### src/rtl/core/pbdt_pkg.sv
// Package for the permutation BFS distance table: request and result types,
// generator tables, Lehmer factorial weights and permutation helpers.
// No dependencies.
package pbdt_pkg;

	localparam int NUM_ITEMS = 7;
	localparam int NUM_PERMS = 5040;
	localparam int NUM_GENS  = 7;
	localparam int IDX_W     = 13;
	localparam int DIST_W    = 8;

	localparam logic [1:0] MODE_BUILD  = 2'd0;
	localparam logic [1:0] MODE_LOOKUP = 2'd1;
	localparam logic [1:0] MODE_PRED   = 2'd2;
	localparam logic [1:0] MODE_UNUSED = 2'd3;

	localparam logic [1:0] ST_OK        = 2'd0;
	localparam logic [1:0] ST_NOT_BUILT = 2'd1;
	localparam logic [1:0] ST_NO_PRED   = 2'd2;
	localparam logic [1:0] ST_RANGE     = 2'd3;

	localparam logic OP_UNRANK = 1'b0;
	localparam logic OP_RANK   = 1'b1;

	typedef logic [NUM_ITEMS-1:0][2:0] perm_t;

	typedef struct packed {
		logic [1:0]       mode;
		logic [IDX_W-1:0] row_index;
	} request_t;

	typedef struct packed {
		logic [1:0]        status;
		logic [DIST_W-1:0] distance;
		logic [IDX_W-1:0]  other_index;
		logic [2:0]        call_code;
		logic [2:0]        bell_0;
		logic [2:0]        bell_1;
		logic [2:0]        bell_2;
		logic [2:0]        bell_3;
		logic [2:0]        bell_4;
		logic [2:0]        bell_5;
		logic [2:0]        bell_6;
	} result_t;

	typedef struct packed {
		logic start;
		logic op;
	} codec_req_t;

	// weight of each Lehmer digit, (NUM_ITEMS-1-i)!
	localparam logic [IDX_W-1:0] FACT_TAB [8] = '{
		13'd720, 13'd120, 13'd24, 13'd6, 13'd2, 13'd1, 13'd1, 13'd1};

	// forward generators pp, pb, bp, ps, sp, bs, bb: b[i] = a[g[i]]
	localparam logic [2:0] GEN_TAB [8][NUM_ITEMS] = '{
		'{3'd1, 3'd3, 3'd5, 3'd6, 3'd0, 3'd4, 3'd2},
		'{3'd1, 3'd3, 3'd5, 3'd2, 3'd0, 3'd6, 3'd4},
		'{3'd1, 3'd3, 3'd4, 3'd5, 3'd0, 3'd6, 3'd2},
		'{3'd1, 3'd3, 3'd5, 3'd2, 3'd0, 3'd4, 3'd6},
		'{3'd1, 3'd3, 3'd4, 3'd6, 3'd0, 3'd5, 3'd2},
		'{3'd1, 3'd3, 3'd4, 3'd2, 3'd0, 3'd6, 3'd5},
		'{3'd1, 3'd3, 3'd4, 3'd2, 3'd0, 3'd5, 3'd6},
		'{3'd0, 3'd1, 3'd2, 3'd3, 3'd4, 3'd5, 3'd6}};

	// trace-back order pp, pb, ps, bp, sp, bb, bs
	localparam logic [2:0] BACK_TAB [8] = '{
		3'd0, 3'd1, 3'd3, 3'd2, 3'd4, 3'd6, 3'd5, 3'd7};

	function automatic perm_t apply_fwd(perm_t a, logic [2:0] k);
		perm_t b;
		for (int i = 0; i < NUM_ITEMS; i++) begin
			b[i] = a[GEN_TAB[k][i]];
		end
		return b;
	endfunction

	function automatic perm_t apply_inv(perm_t a, logic [2:0] k);
		perm_t b;
		b = a;
		for (int i = 0; i < NUM_ITEMS; i++) begin
			b[GEN_TAB[k][i]] = a[i];
		end
		return b;
	endfunction

endpackage

### src/rtl/core/pbdt_codec.sv
// Iterative Lehmer rank / unrank unit, one digit per cycle.
// Depends on pbdt_pkg.
module pbdt_codec (
	input  logic                          clk,
	input  logic                          arst_n,
	input  pbdt_pkg::codec_req_t          req,
	input  logic [pbdt_pkg::IDX_W-1:0]    idx_in,
	input  pbdt_pkg::perm_t               perm_in,
	output logic                          done,
	output logic [pbdt_pkg::IDX_W-1:0]    idx_out,
	output pbdt_pkg::perm_t               perm_out
);

	logic                       run_q;
	logic                       op_q;
	logic [2:0]                 step_q;
	logic                       done_q;
	logic [pbdt_pkg::IDX_W-1:0] idx_q;
	pbdt_pkg::perm_t            perm_q;
	pbdt_pkg::perm_t            pool_q;

	logic [pbdt_pkg::IDX_W-1:0] f;
	logic [2:0]                 d;
	logic [2:0]                 cnt;
	logic [2:0]                 c;
	pbdt_pkg::perm_t            pool_nx;

	always_comb begin
		f   = pbdt_pkg::FACT_TAB[step_q];
		cnt = 3'(pbdt_pkg::NUM_ITEMS) - step_q;
		d   = '0;
		for (int m = 1; m < pbdt_pkg::NUM_ITEMS; m++) begin
			if (idx_q >= 13'(m) * f)
				d = 3'(m);
		end
		if (d >= cnt)
			d = cnt - 3'd1;
		pool_nx = pool_q;
		for (int j = 0; j < pbdt_pkg::NUM_ITEMS - 1; j++) begin
			if (3'(j) >= d)
				pool_nx[j] = pool_q[j+1];
		end
		// later items smaller than the current one
		c = '0;
		for (int j = 1; j < pbdt_pkg::NUM_ITEMS; j++) begin
			if (3'(j) > step_q && perm_q[j] < perm_q[step_q])
				c = c + 3'd1;
		end
	end

	always_ff @(posedge clk or negedge arst_n) begin
		if (!arst_n) begin
			run_q  <= 1'b0;
			done_q <= 1'b0;
			step_q <= '0;
			op_q   <= pbdt_pkg::OP_UNRANK;
		end else begin
			done_q <= 1'b0;
			if (req.start) begin
				run_q  <= 1'b1;
				op_q   <= req.op;
				step_q <= '0;
			end else if (run_q) begin
				step_q <= step_q + 3'd1;
				if ((op_q == pbdt_pkg::OP_UNRANK && step_q == 3'd6) ||
				    (op_q == pbdt_pkg::OP_RANK && step_q == 3'd5)) begin
					run_q  <= 1'b0;
					done_q <= 1'b1;
				end
			end
		end
	end

	always_ff @(posedge clk) begin
		if (req.start) begin
			if (req.op == pbdt_pkg::OP_UNRANK) begin
				idx_q <= idx_in;
				for (int i = 0; i < pbdt_pkg::NUM_ITEMS; i++) begin
					pool_q[i] <= 3'(i + 1);
				end
			end else begin
				idx_q  <= '0;
				perm_q <= perm_in;
			end
		end else if (run_q) begin
			if (op_q == pbdt_pkg::OP_UNRANK) begin
				perm_q[step_q] <= pool_q[d];
				pool_q         <= pool_nx;
				idx_q          <= idx_q - 13'(d) * f;
			end else begin
				idx_q <= idx_q + 13'(c) * f;
			end
		end
	end

	assign done     = done_q;
	assign idx_out  = idx_q;
	assign perm_out = perm_q;

endmodule

### config.mk
export PLATFORM = sky130hd
export DESIGN_NAME = pbdt_codec
export DESIGN_NICKNAME = d
export VERILOG_FILES = /design/src/rtl/core/pbdt_pkg.sv /design/src/rtl/core/pbdt_codec.sv
export SDC_FILE = /design/constraint.sdc
export NUM_CORES = 1
export LEC_CHECK = 0
export ABC_CLOCK_PERIOD_IN_PS = 8170
export BUFFER_PORTS_ARGS = -buffer_cell sky130_fd_sc_hd__buf_2
export CORE_MARGIN = 2
export CORE_UTILIZATION = 57
export CTS_BUF_LIST = sky130_fd_sc_hd__clkbuf_4
export CTS_CLUSTER_SIZE = 12
export DETAILED_ROUTE_END_ITERATION = 12
export PLACE_DENSITY = 0.8
export SYNTH_ARGS = -nofsm -noshare
export SYNTH_HDL_FRONTEND = slang
export SYNTH_SLANG_ARGS = --single-unit
### constraint.sdc
create_clock -name clk -period 8.17 [get_ports clk]
set_clock_uncertainty 0.05 [all_clocks]
set_input_delay 1.2255 -clock clk [delete_from_list [all_inputs] [get_ports clk]]
set_output_delay 1.2255 -clock clk [all_outputs]
set_load 0.01 [all_outputs]
==> key figures <==
Run status
  • Run status: complete, no violations

Timing
  • Final setup violating endpoints: 0
  • Final critical-path required period: 8.01 ns
  • Max Fclk: 125 MHz
  • Final hold violation count: 0
  • Final worst-path cycle share: a little over nine tenths
  • Worst hold margin: 0.497 ns
  • Worst Max-Slew Pin Slew: about 1.1 ns
  • Final max-slew violation count: 0
  • Headroom to the max-slew limit: about 30%

Global routing
  • Initial antenna violation count: 1
  • Total global routing overflow: 0
  • Largest net degree at the start of global routing: 73
  • Number of global-route vias before repair: 7017
  • Global-route wire length before repair: 35.6 mm
  • Gr usage total: 31.1%

Synth
  • Top area cells in the synthesized netlist: sky130_fd_sc_hd__ha_1 20%, sky130_fd_sc_hd__edfxtp_1 19%, sky130_fd_sc_hd__fa_1 8.3%
  • Post-synthesis instance total: 914
  • Post-synth EDFFs: 48
  • Leading area contributor after synthesis: sky130_fd_sc_hd__ha_1
  • Sequential area share after synthesis: 20.5%
  • Netlist area before placement: roughly 0.0078 mm²
  • Average cell area after synthesis: 8.49 µm²
  • Primary FF master, synth: sky130_fd_sc_hd__edfxtp_1
  • Number of flip-flops and latches in the synthesized netlist: 54
  • YS warnings: 0
  • Unique masters post-synth: between 80 and 90
  • Share of Yosys cell area claimed by the top area cell type: 19.5%
  • Synth async-reset ratio: 11.1%
  • Synthesized net count: 1105

CTS
  • Clk_lat worst skew: 0.41 ns
  • Buffer cell driving the clock tree root: sky130_fd_sc_hd__clkbuf_4
  • Hold_buf cts: 0
  • Clock tree from TritonCTS: built
  • Bufs on Longest Clock Path: 2
  • Total CTS buffers: 5
  • Clock sink count: 54
  • CTS clk-pin slew, worst paths: 0.18 ns
  • Maximum level of the CTS H-tree: 2

Floorplan
  • Vertical extent of the die: about 120 µm
  • Area of the core region: 0.0132 mm²
  • Std cell rows: 42
  • Starting Density: 58.6%
  • Overall die area: approximately 0.015 mm²
  • Die X-Extent: 121 µm
  • IO Count: 73

Flow run
  • Number of max-cap violations: 0

Detailed routing
  • Total iterations of the first detailed-routing run: 5
  • Antenna-violating nets left: 0
  • Violation count after the first detailed-routing iteration: around 620
  • Per-cell via count in the routed design: 6.20
  • DRC errors left: 0
  • Via count: between 7000 and 8000
  • Routed Wire Length: between 20 and 25 mm
  • Routed wire per std cell: 19.4 µm

Hold path
  • HP Class: flip-flop to flip-flop

Finish
  • Layout fillers: 1027
  • Layout cell share with drive strength beyond 1: 24.7%
  • Area of all placed cells without fillers: 0.00937 mm²
  • Net count reported at finish: between 1000 and 1500
  • Post-synthesis to final-layout area growth: 20.7%

Critical path
  • Highest fanout seen on the critical path: 8
  • Category of the critical setup timing path: flip-flop to flip-flop
  • Critical Path AT: 8.13 ns
  • Slowest cell on the critical path: sky130_fd_sc_hd__dfrtp_2
  • Largest stage delay on the critical path: 0.53 ns
  • Cell with the most instances on the worst path: sky130_fd_sc_hd__ha_4
  • Worst Path Required: between 8 and 9 ns
  • Endpoint class of the critical path: flip-flop
  • Kind of start point of the critical path: flip-flop

Placed design
  • RD Place Congestion: 0.930
  • Cell area reported after detailed placement: 0.00864 mm²
  • DP HPWL: 17.4 mm
  • Buffers on Ports: just over 70
## layout make-up
class	count	area [µm²]	share of cell area (%)
Clock inverter	3	21.3	0.227
Tap cell	176	220	2.35
Clock buffer	5	37.5	0.401
Sequential cell	54	1590	17.0
Multi-Input combinational cell	723	6110	65.2
Antenna cell	1	2.50	0.0267
Inverter	106	409	4.37
Timing Repair Buffer	148	975	10.4
## cells in the mapped netlist, types with 5 or more instances
cell type                  number
sky130_fd_sc_hd__a211oi_1       9
sky130_fd_sc_hd__a21o_1        13
sky130_fd_sc_hd__a21oi_1       63
sky130_fd_sc_hd__a31oi_1       12
sky130_fd_sc_hd__and2_1        16
sky130_fd_sc_hd__buf_2          5
sky130_fd_sc_hd__clkbuf_1      21
sky130_fd_sc_hd__dfrtp_1        6
sky130_fd_sc_hd__edfxtp_1      48
sky130_fd_sc_hd__fa_1          32
sky130_fd_sc_hd__ha_1         121
sky130_fd_sc_hd__inv_1        103
sky130_fd_sc_hd__mux2_2         5
sky130_fd_sc_hd__mux2i_1        9
sky130_fd_sc_hd__nand2_1      108
sky130_fd_sc_hd__nand2b_1      11
sky130_fd_sc_hd__nand3_1       11
sky130_fd_sc_hd__nand3b_1       6
sky130_fd_sc_hd__nand4_1        7
sky130_fd_sc_hd__nor2_1        63
sky130_fd_sc_hd__nor2b_1       12
sky130_fd_sc_hd__nor3_1        18
sky130_fd_sc_hd__o211ai_1       6
sky130_fd_sc_hd__o21a_1        13
sky130_fd_sc_hd__o21ai_0       43
sky130_fd_sc_hd__o21ai_1        5
sky130_fd_sc_hd__o21bai_1       7
sky130_fd_sc_hd__o31ai_1       13
sky130_fd_sc_hd__or2_2          6
sky130_fd_sc_hd__xnor2_1       31
sky130_fd_sc_hd__xor2_1         6
## cell usage in the layout (no fill, tap or decap), types with 5 or more instances in the layout
master                     count
sky130_fd_sc_hd__a21oi_1      51
sky130_fd_sc_hd__fa_1         30
sky130_fd_sc_hd__xnor2_1      27
sky130_fd_sc_hd__clkbuf_4      5
sky130_fd_sc_hd__nand3b_1      6
sky130_fd_sc_hd__a31oi_1      10
sky130_fd_sc_hd__edfxtp_1     48
sky130_fd_sc_hd__ha_1        104
sky130_fd_sc_hd__o211ai_1      6
sky130_fd_sc_hd__o21bai_1      7
sky130_fd_sc_hd__xor2_1        5
sky130_fd_sc_hd__o31ai_1      12
sky130_fd_sc_hd__nand3_1      11
sky130_fd_sc_hd__o21ai_0      39
sky130_fd_sc_hd__a21oi_2      10
sky130_fd_sc_hd__o21ai_1       7
sky130_fd_sc_hd__o21a_1       13
sky130_fd_sc_hd__a21o_1       12
sky130_fd_sc_hd__mux2i_1       9
sky130_fd_sc_hd__nand2_1     105
sky130_fd_sc_hd__nor3_1       16
sky130_fd_sc_hd__buf_2        72
sky130_fd_sc_hd__nor2_1       60
sky130_fd_sc_hd__inv_1        97
sky130_fd_sc_hd__or2_2         6
sky130_fd_sc_hd__buf_4        71
sky130_fd_sc_hd__nor2b_1      10
sky130_fd_sc_hd__a211oi_1      6
sky130_fd_sc_hd__nand4_1       7
sky130_fd_sc_hd__ha_4         13
sky130_fd_sc_hd__and2_1       15
sky130_fd_sc_hd__nand2b_1      9
## registers in the layout, indices dropped and copies added, names as in the netlist
name      cells
perm_out     21
run_q         1
op_q          1
pool_q       14
done          1
step_q        3
idx_out      13
## cell families (layout without fill, tap and decap cells)
family / count (synthesis) / after routing / share of synthesized area, %
and+or+nand+nor: 279 / 279 / 17.1
AOI/OAI and AO/OA: 237 / 237 / 20.9
adders and majority gates: 153 / 153 / 27.8
buffers and inverters: 137 / 262 / 6.85
DFF: 54 / 54 / 20.5
xor gates and xnor gates: 37 / 37 / 4.18
muxes: 17 / 17 / 2.66
other: 0 / 1 / 0
## critical path, delay by kind of cell (launching register included)
| kind | cells | cell delay (ns) |
|---|---|---|
| compound gates | 13 | 2.55 |
| xor+xnor | 2 | 0.32 |
| fa+ha+maj | 8 | 2.05 |
| buf+inv | 2 | 0.17 |
| flops | 1 | 0.53 |
| mux | 1 | 0.31 |
| simple gates | 10 | 1.78 |
## timing repair
item                       CTS  global route
buffers inserted             5            19
setup endpoints to repair    4             6
gates resized for setup      8            84
pin swaps                    0            56
## per-stage QoR
| stage | std cells | setup WS, ns | TNS, ns | util, % |
|---|---|---|---|---|
| 6_report | 1216 | 0.155 | 0 | 70.7 |
| 5_1_grt | 1216 | -0.143 | -0.451 | 70.7 |
| 4_1_cts | 1196 | 0.00107 | 0 | 66.3 |
| 2_1_floorplan | 914 | -0.106 | -0.106 | - |
| 3_3_place_gp | 1183 | -0.0352 | -0.0352 | 65.3 |
| 3_5_place_dp | 1183 | -0.198 | -0.321 | 65.3 |
## layer usage
metal	up-vias	global-route usage, %	part of all wire, %
met3	65	3.73	7.8
met2	372	50.2	48
li1	3507	-	-
met4	0	10.1	3.0
met5	-	0	0
met1	3600	43.5	41
## worst paths after layout
kind | start | end | slack (ns) | cells after the start
min in group asynchronous | arst_n | op_q | 0.56 | 1
max reg2reg | step_q[1] | idx_out[12] | 0.16 | 36
max | step_q[1] | idx_out[12] | 0.16 | 36
max in group asynchronous | arst_n | step_q[0] | 7.31 | 1
min | pool_q[9] | pool_q[6] | 0.50 | 1
min reg2reg | pool_q[9] | pool_q[6] | 0.50 | 1
Power is left out: the tool's default activity adds up to more than one toggle a clock period on the data nets, which glitch-free logic cannot reach.
